<file path="src/rtl/vtq_pkg.sv">
// Shared types, constants and helper functions of the virtual-time task queue.
package vtq_pkg;

  localparam int CAPACITY = 64;
  localparam int ID_BITS  = 8;
  localparam int KEY_W    = 64;
  localparam int CNT_W    = $clog2(CAPACITY + 1);

  typedef logic [KEY_W-1:0]    key_t;
  typedef logic [ID_BITS-1:0]  id_t;
  typedef logic [CNT_W-1:0]    cnt_t;
  typedef logic [CAPACITY-1:0] mask_t;

  typedef enum logic [1:0] {
    CMD_PUSH   = 2'd0,
    CMD_POP    = 2'd1,
    CMD_REMOVE = 2'd2,
    CMD_CANCEL = 2'd3
  } cmd_t;

  typedef enum logic [2:0] {
    ST_OK       = 3'd0,
    ST_EMPTY    = 3'd1,
    ST_FULL     = 3'd2,
    ST_NOTFOUND = 3'd3,
    ST_DUPKEY   = 3'd4
  } status_t;

  // One queued task as held in a cell.
  typedef struct packed {
    logic valid;
    id_t  id;
    key_t tm;
    key_t sq;
    logic cancel;
  } entry_t;

  // Command operands broadcast to every cell.
  typedef struct packed {
    id_t  id;
    key_t tm;
    key_t sq;
  } req_t;

  // Per-cell update controls.
  typedef struct packed {
    logic load_new;
    logic take_left;
    logic take_right;
    logic set_cancel;
  } cell_ctrl_t;

  // Per-cell registered compare results.
  typedef struct packed {
    logic lt;     // new key precedes this task
    logic eq;     // same time and same sequence number
    logic match;  // same id
  } cell_flags_t;

  // Inclusive prefix OR from bit 0 upward, log-depth.
  function automatic mask_t prefix_or(input mask_t m);
    mask_t p;
    p = m;
    for (int k = 1; k < CAPACITY; k = k * 2) begin
      p = p | (p << k);
    end
    return p;
  endfunction

endpackage

</file>
<file path="src/rtl/vtq_cell.sv">
// One slot of the sorted shift queue: holds a task, compares it, shifts it.
module vtq_cell (
  input  logic                 clk,
  input  logic                 rst_n,
  input  vtq_pkg::req_t        req,
  input  vtq_pkg::cell_ctrl_t  ctrl,
  input  vtq_pkg::entry_t      left_ent,
  input  vtq_pkg::entry_t      right_ent,
  output vtq_pkg::entry_t      ent,
  output vtq_pkg::cell_flags_t flags
);

  logic                 valid_r;
  vtq_pkg::id_t         id_r;
  vtq_pkg::key_t        tm_r;
  vtq_pkg::key_t        sq_r;
  logic                 cancel_r;
  vtq_pkg::key_t        dt;
  vtq_pkg::key_t        ds;
  vtq_pkg::cell_flags_t flags_nxt;
  vtq_pkg::cell_flags_t flags_r;

  assign ent   = '{valid: valid_r, id: id_r, tm: tm_r, sq: sq_r, cancel: cancel_r};
  assign flags = flags_r;

  // Wrap-aware order of the new key against this task.
  always_comb begin
    dt = req.tm - tm_r;
    ds = req.sq - sq_r;
    flags_nxt.lt    = valid_r & ((req.tm != tm_r) ? dt[vtq_pkg::KEY_W-1]
                                                  : ds[vtq_pkg::KEY_W-1]);
    flags_nxt.eq    = valid_r & (req.tm == tm_r) & (req.sq == sq_r);
    flags_nxt.match = valid_r & (req.id == id_r);
  end

  always_ff @(posedge clk) begin
    if (!rst_n) begin
      valid_r <= 1'b0;
      flags_r <= '0;
    end else begin
      flags_r <= flags_nxt;
      if (ctrl.load_new) begin
        valid_r  <= 1'b1;
        id_r     <= req.id;
        tm_r     <= req.tm;
        sq_r     <= req.sq;
        cancel_r <= 1'b0;
      end else if (ctrl.take_left) begin
        valid_r  <= left_ent.valid;
        id_r     <= left_ent.id;
        tm_r     <= left_ent.tm;
        sq_r     <= left_ent.sq;
        cancel_r <= left_ent.cancel;
      end else if (ctrl.take_right) begin
        valid_r  <= right_ent.valid;
        id_r     <= right_ent.id;
        tm_r     <= right_ent.tm;
        sq_r     <= right_ent.sq;
        cancel_r <= right_ent.cancel;
      end else if (ctrl.set_cancel && valid_r) begin
        cancel_r <= 1'b1;
      end
    end
  end

endmodule
</file>
<file path="config.mk">
export PLATFORM = sky130hd
export DESIGN_NAME = vtq_cell
export DESIGN_NICKNAME = d
export VERILOG_FILES = /design/src/rtl/vtq_pkg.sv /design/src/rtl/vtq_cell.sv
export SDC_FILE = /design/constraint.sdc
export NUM_CORES = 1
export LEC_CHECK = 0
export ABC_AREA = 1
export BUFFER_PORTS_ARGS = -buffer_cell sky130_fd_sc_hd__buf_2
export CAP_MARGIN = 5
export CORE_AREA = 4 4 214 216
export DETAILED_ROUTE_END_ITERATION = 8
export DIE_AREA = 0 0 218 220
export PLACE_DENSITY = 0.46
export SLEW_MARGIN = 10
export SYNTH_ARGS = -nofsm -noshare
export SYNTH_HDL_FRONTEND = slang
export SYNTH_SLANG_ARGS = --single-unit
</file>
<file path="constraint.sdc">
create_clock -name clk -period 24.4 [get_ports clk]
set_input_delay 4.88 -clock clk [delete_from_list [all_inputs] [get_ports clk]]
set_output_delay 4.88 -clock clk [all_outputs]
set_load 0.05 [all_outputs]
</file>
==> results of run 1 <==
logic make-up (layout without fill, tap and decap cells):
group	count (synthesis)	after routing	synth area share
xor gates and xnor gates	3	3	0.00317
DFF	141	141	0.393
other	0	1	0
adders and majority gates	126	126	0.148
and+or+nand+nor	519	519	0.196
buffers and inverters	248	783	0.0895
AOI/OAI and AO/OA	350	350	0.170
worst reg2reg max path, stage by stage (launching register included):
cell and delay, ns:
edfxtp_1 0.35, inv_1 0.05, ha_1 0.41, nand3b_1 0.11, nand2_1 0.15, nand2_1 0.07, nand2_1 0.13, nand2_1 0.07
nand2_1 0.06, nand2_1 0.04, nand2_1 0.14, nand2_1 0.11, nand3_1 0.09, nand2_1 0.05, nor2_1 0.20, nor2_1 0.07
sequential cells by signal, indices dropped and copies added (netlist names):
signal / count
sq_r: 64
valid_r: 1
flags: 3
id_r: 8
tm_r: 64
cancel_r: 1
stage by stage:
step | util | cell area [µm²] | total power [W]
after floorplan | - | 10700 | 0.000513
final | 0.332 | 14600 | 0.000876
after global routing | 0.332 | 14600 | 0.000925
after detailed placement | 0.319 | 14000 | 0.000624
after global placement | 0.319 | 14000 | 0.000622
after CTS | 0.332 | 14600 | 0.000889
cell type report:
class | count | area (µm²) | share of cell area
Sequential cell | 141 | 4190 | 0.288
Antenna cell | 1 | 2.50 | 0.000172
Timing Repair Buffer | 565 | 2850 | 0.196
Multi-Input combinational cell | 998 | 5520 | 0.379
Clock inverter | 14 | 128 | 0.00876
Clock buffer | 18 | 429 | 0.0294
Tap cell | 592 | 741 | 0.0508
Inverter | 186 | 703 | 0.0483
worst paths after layout:
| path | from | end | depth (start not counted) |
|---|---|---|---|
| max | ctrl[3] | tm_r[8]$_DFFE_PP_ | 4 |
| min | id_r[4]$_DFFE_PP_ | flags[0]$_SDFF_PN0_ | 1 |
| max reg2reg | tm_r[2]$_DFFE_PP_ | flags[2]$_SDFF_PN0_ | 15 |
| min reg2reg | id_r[4]$_DFFE_PP_ | flags[0]$_SDFF_PN0_ | 1 |
Yosys cell counts (2+ instances only):
cell type,count
o22ai_1,4
a21o_1,7
buf_2,13
nor2_2,3
buf_1,16
clkbuf_1,31
a22oi_1,8
o21ai_0,8
a21oi_1,315
edfxtp_1,137
nand4_1,15
nand2_1,294
inv_2,10
nor3_2,4
inv_1,176
dfxtp_1,4
ha_1,126
nor3_1,5
o21ai_1,2
nand3_1,18
nor2_1,170
nor4_1,3
buf_4,2
per-layer routing:
layer  GRT usage  share of wire
met1       0.227           0.42
met2       0.315           0.49
met3      0.0496          0.072
met4      0.0394          0.012
met5           0         0.0015
power groups by stage:
stage	logic [W]	clock network [W]	registers, W
6_report	0.000304	0.000260	0.000312
4_1_cts	0.000308	0.000268	0.000312
5_1_grt	0.000335	0.000275	0.000315
2_1_floorplan	0.000112	0	0.000402
3_3_place_gp	0.000305	0	0.000317
3_5_place_dp	0.000307	0	0.000317
==> qor.txt, run 1 <==
Die ar.: 48000 µm²
Area grow syn2layout: 36.7%
H-tree depth: 4
Clock Latency Late Sink: 0.46 ns
Slowest stage delay, CP: 0.84 ns
Pwr/cell area: 60.1 nW/µm²
IO buf count: 558
Seq cells post-synth: 141
# clock sinks: 141
Commonest non-fill, non-tap cell in the layout: buf_2
Sequential share of power: 0.356
Worst Hold Slack: 0.557 ns
Layout cells sized above 1: 0.321
Core area: 43900 µm²
Peak supply drop: 37.2 µV
Hold violation total from the final report: 0
IO Pins: 559
Post-synth EDFFs: 137
Gate power share: 0.347
Post-Route Skew: 0.00751 ns
Via count: 11500
TritonCTS clock tree: yes
Sequential share of the synthesized area: 0.393
TritonCTS Buffers: 17
Cell taking the most area after synthesis: edfxtp_1
Fin worst setup slack: 17.08 ns
Vias in the first global route: 11400
Type of origin of the critical path: input port
Setup WS pre-CTS: 16.50 ns
Syn_area_per_cell: 7.69 µm²
Routability cong.: 0.837
DRT Wirelength: 46.1 mm
Post-route insts no fill: 2515
GRT overflow: 0
Max-cap violations: 0
Worst Max-Slew Pin Slew: 1.05 ns
Routed wire per std cell: 18.3 µm
Largest net degree at the start of global routing: 79
Most frequent cells in the layout: buf_2, a21oi_1, nand2_1
GRT Total Usage: 0.182
Clk root buf: clkbuf_16
Post-route ant nets: 0
Tightest Hold Check Type: register to register
Critical Path AT: 7.39 ns
Synth top area cells: edfxtp_1, a21oi_1, ha_1
Setup Viol. Count Final: 0
Main flop type after synthesis: edfxtp_1
CP Cell Sequence: buf_6 -> nor3_1 -> nor2_4 -> buf_4
Post-Syn Area: 10700 µm²
P_int: 0.000537 W
CP max-delay cell: nor2_4
Final TNS setup: 0 ns
Highest clock rate: 137 MHz
Post-CTS setup buffer count: 0
FFs w/ async S/R, synth: 0
Nets: 2453
Family with the most delay on the worst path: buffers and inverters
First-pass GRT wire length: 66.8 mm
Reg2reg setup slack: 22.19 ns
Peak fanout along the critical path: 76
Die Wd: 218 µm
Final number of max-transition violations: 0
Iteration-0 DRC count of the detailed router: 695
Drt pass-1 iters: 5
Buf/Inv on CP: 2
Post-synthesis cell count: 1387
Reg clk slew, reported paths: 0.06 ns
Share of the synthesized area in the top cell type: 0.386
Die Span Y: 220 µm
Initial Util: 0.243
CP Capture Type: register
Initial antenna violation count: 6
Status: finished, final reports clean
RSZ-0062 raised after global routing: no
Placed cells: 2482
Clk buf depth: 2
Hold buffer count at cts: 0
Critical path type: input port to register
Synth cell types: 39
Tmin final: 7.32 ns
Switching share of power: 0.387
Switch Pwr: 0.000339 W
LEAKAGE: 7.45 nW
Clock group share of total power: 0.297
Final HPWL DP: 36.9 mm
Synth Warn #: 0
Drt via density: 4.57
Fill cells: 4857
Site row count: 77
CTS-repair resized insts: 0
Worst EP required: 24.48 ns
Post-route clock period utilization: 0.300
# DRC: 0
Syn Nets: 1931
Slew headroom: 0.298
Power figures use the tool's default switching activity.
==> run 2: changes to the inputs <==
--- a/config.mk
+++ b/config.mk
@@ -8,10 +8,10 @@
 export ABC_AREA = 1
 export BUFFER_PORTS_ARGS = -buffer_cell sky130_fd_sc_hd__buf_2
 export CAP_MARGIN = 5
-export CORE_AREA = 4 4 214 216
+export CORE_AREA = 4 4 213 215
 export DETAILED_ROUTE_END_ITERATION = 8
-export DIE_AREA = 0 0 218 220
-export PLACE_DENSITY = 0.46
+export DIE_AREA = 0 0 217 219
+export PLACE_DENSITY = 0.48
 export SLEW_MARGIN = 10
 export SYNTH_ARGS = -nofsm -noshare
 export SYNTH_HDL_FRONTEND = slang
==> constraint.sdc (replaced) <==
create_clock -name clk -period 6.44 [get_ports clk]
set_input_delay 1.288 -clock clk [delete_from_list [all_inputs] [get_ports clk]]
set_output_delay 1.288 -clock clk [all_outputs]
set_load 0.05 [all_outputs]
==> qor.txt, run 2 (same netlist as run 1, synthesis figures left out) <==
LEAKAGE: 7.48 nW (+0.39%)
Die Wd: 217 µm (-0.46%)
Peak fanout along the critical path: 78 (+2.6%)
Setup Viol. Count Final: 0 (unchanged)
Worst Max-Slew Pin Slew: 1.14 ns (+0.0948 ns)
Drt pass-1 iters: 5 (unchanged)
Post-route ant nets: 0 (unchanged)
Tmin final: 3.23 ns
Status: finished, final reports clean
Clock Latency Late Sink: 0.47 ns (about the same)
Nets: 2451 (-0.082%)
Via count: 11600 (+1.1%)
CP Capture Type: register
Multi-input logic area: 5520 µm² (unchanged)
Core area: 43700 µm² (-0.44%)
Pwr/cell area: 234 nW/µm² (+290%)
CTS-repair resized insts: 0 (unchanged)
TritonCTS clock tree: yes
DRT Wirelength: 45.6 mm (-1.2%)
Fin worst setup slack: 3.21 ns (-13.87 ns)
GRT overflow: 0 (unchanged)
CP max-delay cell: inv_4
H-tree depth: 4 (unchanged)
Family with the most delay on the worst path: buffers and inverters
Peak supply drop: 145 µV (+290%)
Area grow syn2layout: 37.3%
Critical path type: input port to register
Clk root buf: clkbuf_16
Reg clk slew, reported paths: 0.06 ns (about the same)
Post-Route Skew: 0.00878 ns (+0.00126 ns)
RSZ-0062 raised after global routing: no
Hold buffer count at cts: 0 (unchanged)
Sequential Area: 4190 µm² (unchanged)
# clock sinks: 141 (unchanged)
Setup WS pre-CTS: 2.72 ns (-13.79 ns)
Iteration-0 DRC count of the detailed router: 704 (+1.3%)
Clk buf depth: 2 (unchanged)
Most used cell, CP: buf_4
Routability cong.: 0.860 (+2.7%)
Die ar.: 47500 µm² (-0.91%)
Placed cells: 2480 (-0.081%)
Hold violation total from the final report: 0 (unchanged)
# DRC: 0 (unchanged)
Worst Hold Slack: 0.524 ns (-0.0324 ns)
First-pass GRT wire length: 67.2 mm (+0.65%)
Site row count: 77 (unchanged)
Slowest stage delay, CP: 0.71 ns (-0.13 ns)
Drt via density: 4.62 (+1.1%)
Max-cap violations: 0 (unchanged)
Fill cells: 4819 (-0.78%)
Vias in the first global route: 11400 (+0.48%)
Slew headroom: 0.237 (-0.0615)
Post-CTS setup buffer count: 0 (unchanged)
Most frequent cells in the layout: buf_2, a21oi_1, nand2_1
CP Cell Sequence: buf_4 -> inv_4 -> buf_4 -> nand2_1 -> a21oi_1
Largest net degree at the start of global routing: 138 (+75%)
Leading registers by flop count: sq_r x64, tm_r x64, id_r x8
IO Pins: 559 (unchanged)
Routed wire per std cell: 18.1 µm (-1.2%)
Post-route insts no fill: 2516 (+0.040%)
Layout cells sized above 1: 0.323 (+0.00242)
Type of origin of the critical path: input port
Tightest Hold Check Type: register to register
Critical Path AT: 3.53 ns (-3.86 ns)
Initial Util: 0.244 (+0.00107)
Final TNS setup: 0 ns (unchanged)
Fin area: 14600 µm² (+0.45%)
Highest clock rate: 310 MHz
Initial antenna violation count: 8 (+2)
Placed inst area: 14000 µm² (about the same)
Worst EP required: 6.75 ns (-17.73 ns)
Post-route clock period utilization: 0.501
IO buf count: 558 (unchanged)
Buf/Inv on CP: 3 (+1)
Commonest non-fill, non-tap cell in the layout: buf_2
Final number of max-transition violations: 0 (unchanged)
GRT Total Usage: 0.185 (+0.00287)
TritonCTS Buffers: 17 (unchanged)
Final HPWL DP: 35.9 mm (-2.8%)
Die Span Y: 219 µm (-0.45%)
-- run 2: final timing paths --
path | start | to | slack, ns | cells after the start
min reg2reg | id_r[4]$_DFFE_PP_ | flags[0]$_SDFF_PN0_ | 0.52 | 1
max reg2reg | tm_r[61]$_DFFE_PP_ | flags[2]$_SDFF_PN0_ | 3.87 | 9
max | ctrl[2] | sq_r[37]$_DFFE_PP_ | 3.21 | 5
min | id_r[4]$_DFFE_PP_ | flags[0]$_SDFF_PN0_ | 0.52 | 1
-- run 2: power breakdown --
| part | switching [W] | internal, W |
|---|---|---|
| registers | 0.0000543 | 0.00113 |
| clock network | 0.000445 | 0.000646 |
| logic | 0.000811 | 0.000348 |
-- run 2: final cells by class --
| cell class | count | share of cell area |
|---|---|---|
| antenna | 4 | 0.000684 |
| clock buffer | 17 | 0.0291 |
| timing repair buffer | 563 | 0.195 |
| clock inverter | 15 | 0.0134 |
| inverter | 186 | 0.0480 |
| tap | 592 | 0.0506 |
| sequential | 141 | 0.286 |
| multi-input combinational | 998 | 0.377 |
-- run 2: stage by stage --
stage                     total power [W]   util
final                             0.00343  0.335
after global routing              0.00362  0.335
after CTS                         0.00349  0.334
after detailed placement          0.00236  0.320
after global placement            0.00236  0.320
after floorplan                   0.00194      -
-- run 2: metal layers --
layer / share of wire / up-vias / global-route usage
li1: - / 5699 / -
met1: 0.44 / 5443 / 0.239
met2: 0.47 / 423 / 0.305
met3: 0.065 / 45 / 0.0431
met4: 0.019 / 8 / 0.0615
met5: 0.0011 / - / 0
-- run 2: worst reg2reg max path, cell delays in order (launching register included) --
cell and delay [ns]:
edfxtp_1 0.39, inv_1 0.06, ha_1 0.30, nand3_1 0.09, nor4b_1 0.73, nand4_1 0.51
inv_1 0.14, nand3_1 0.13, nand2_1 0.08, nor2_1 0.04
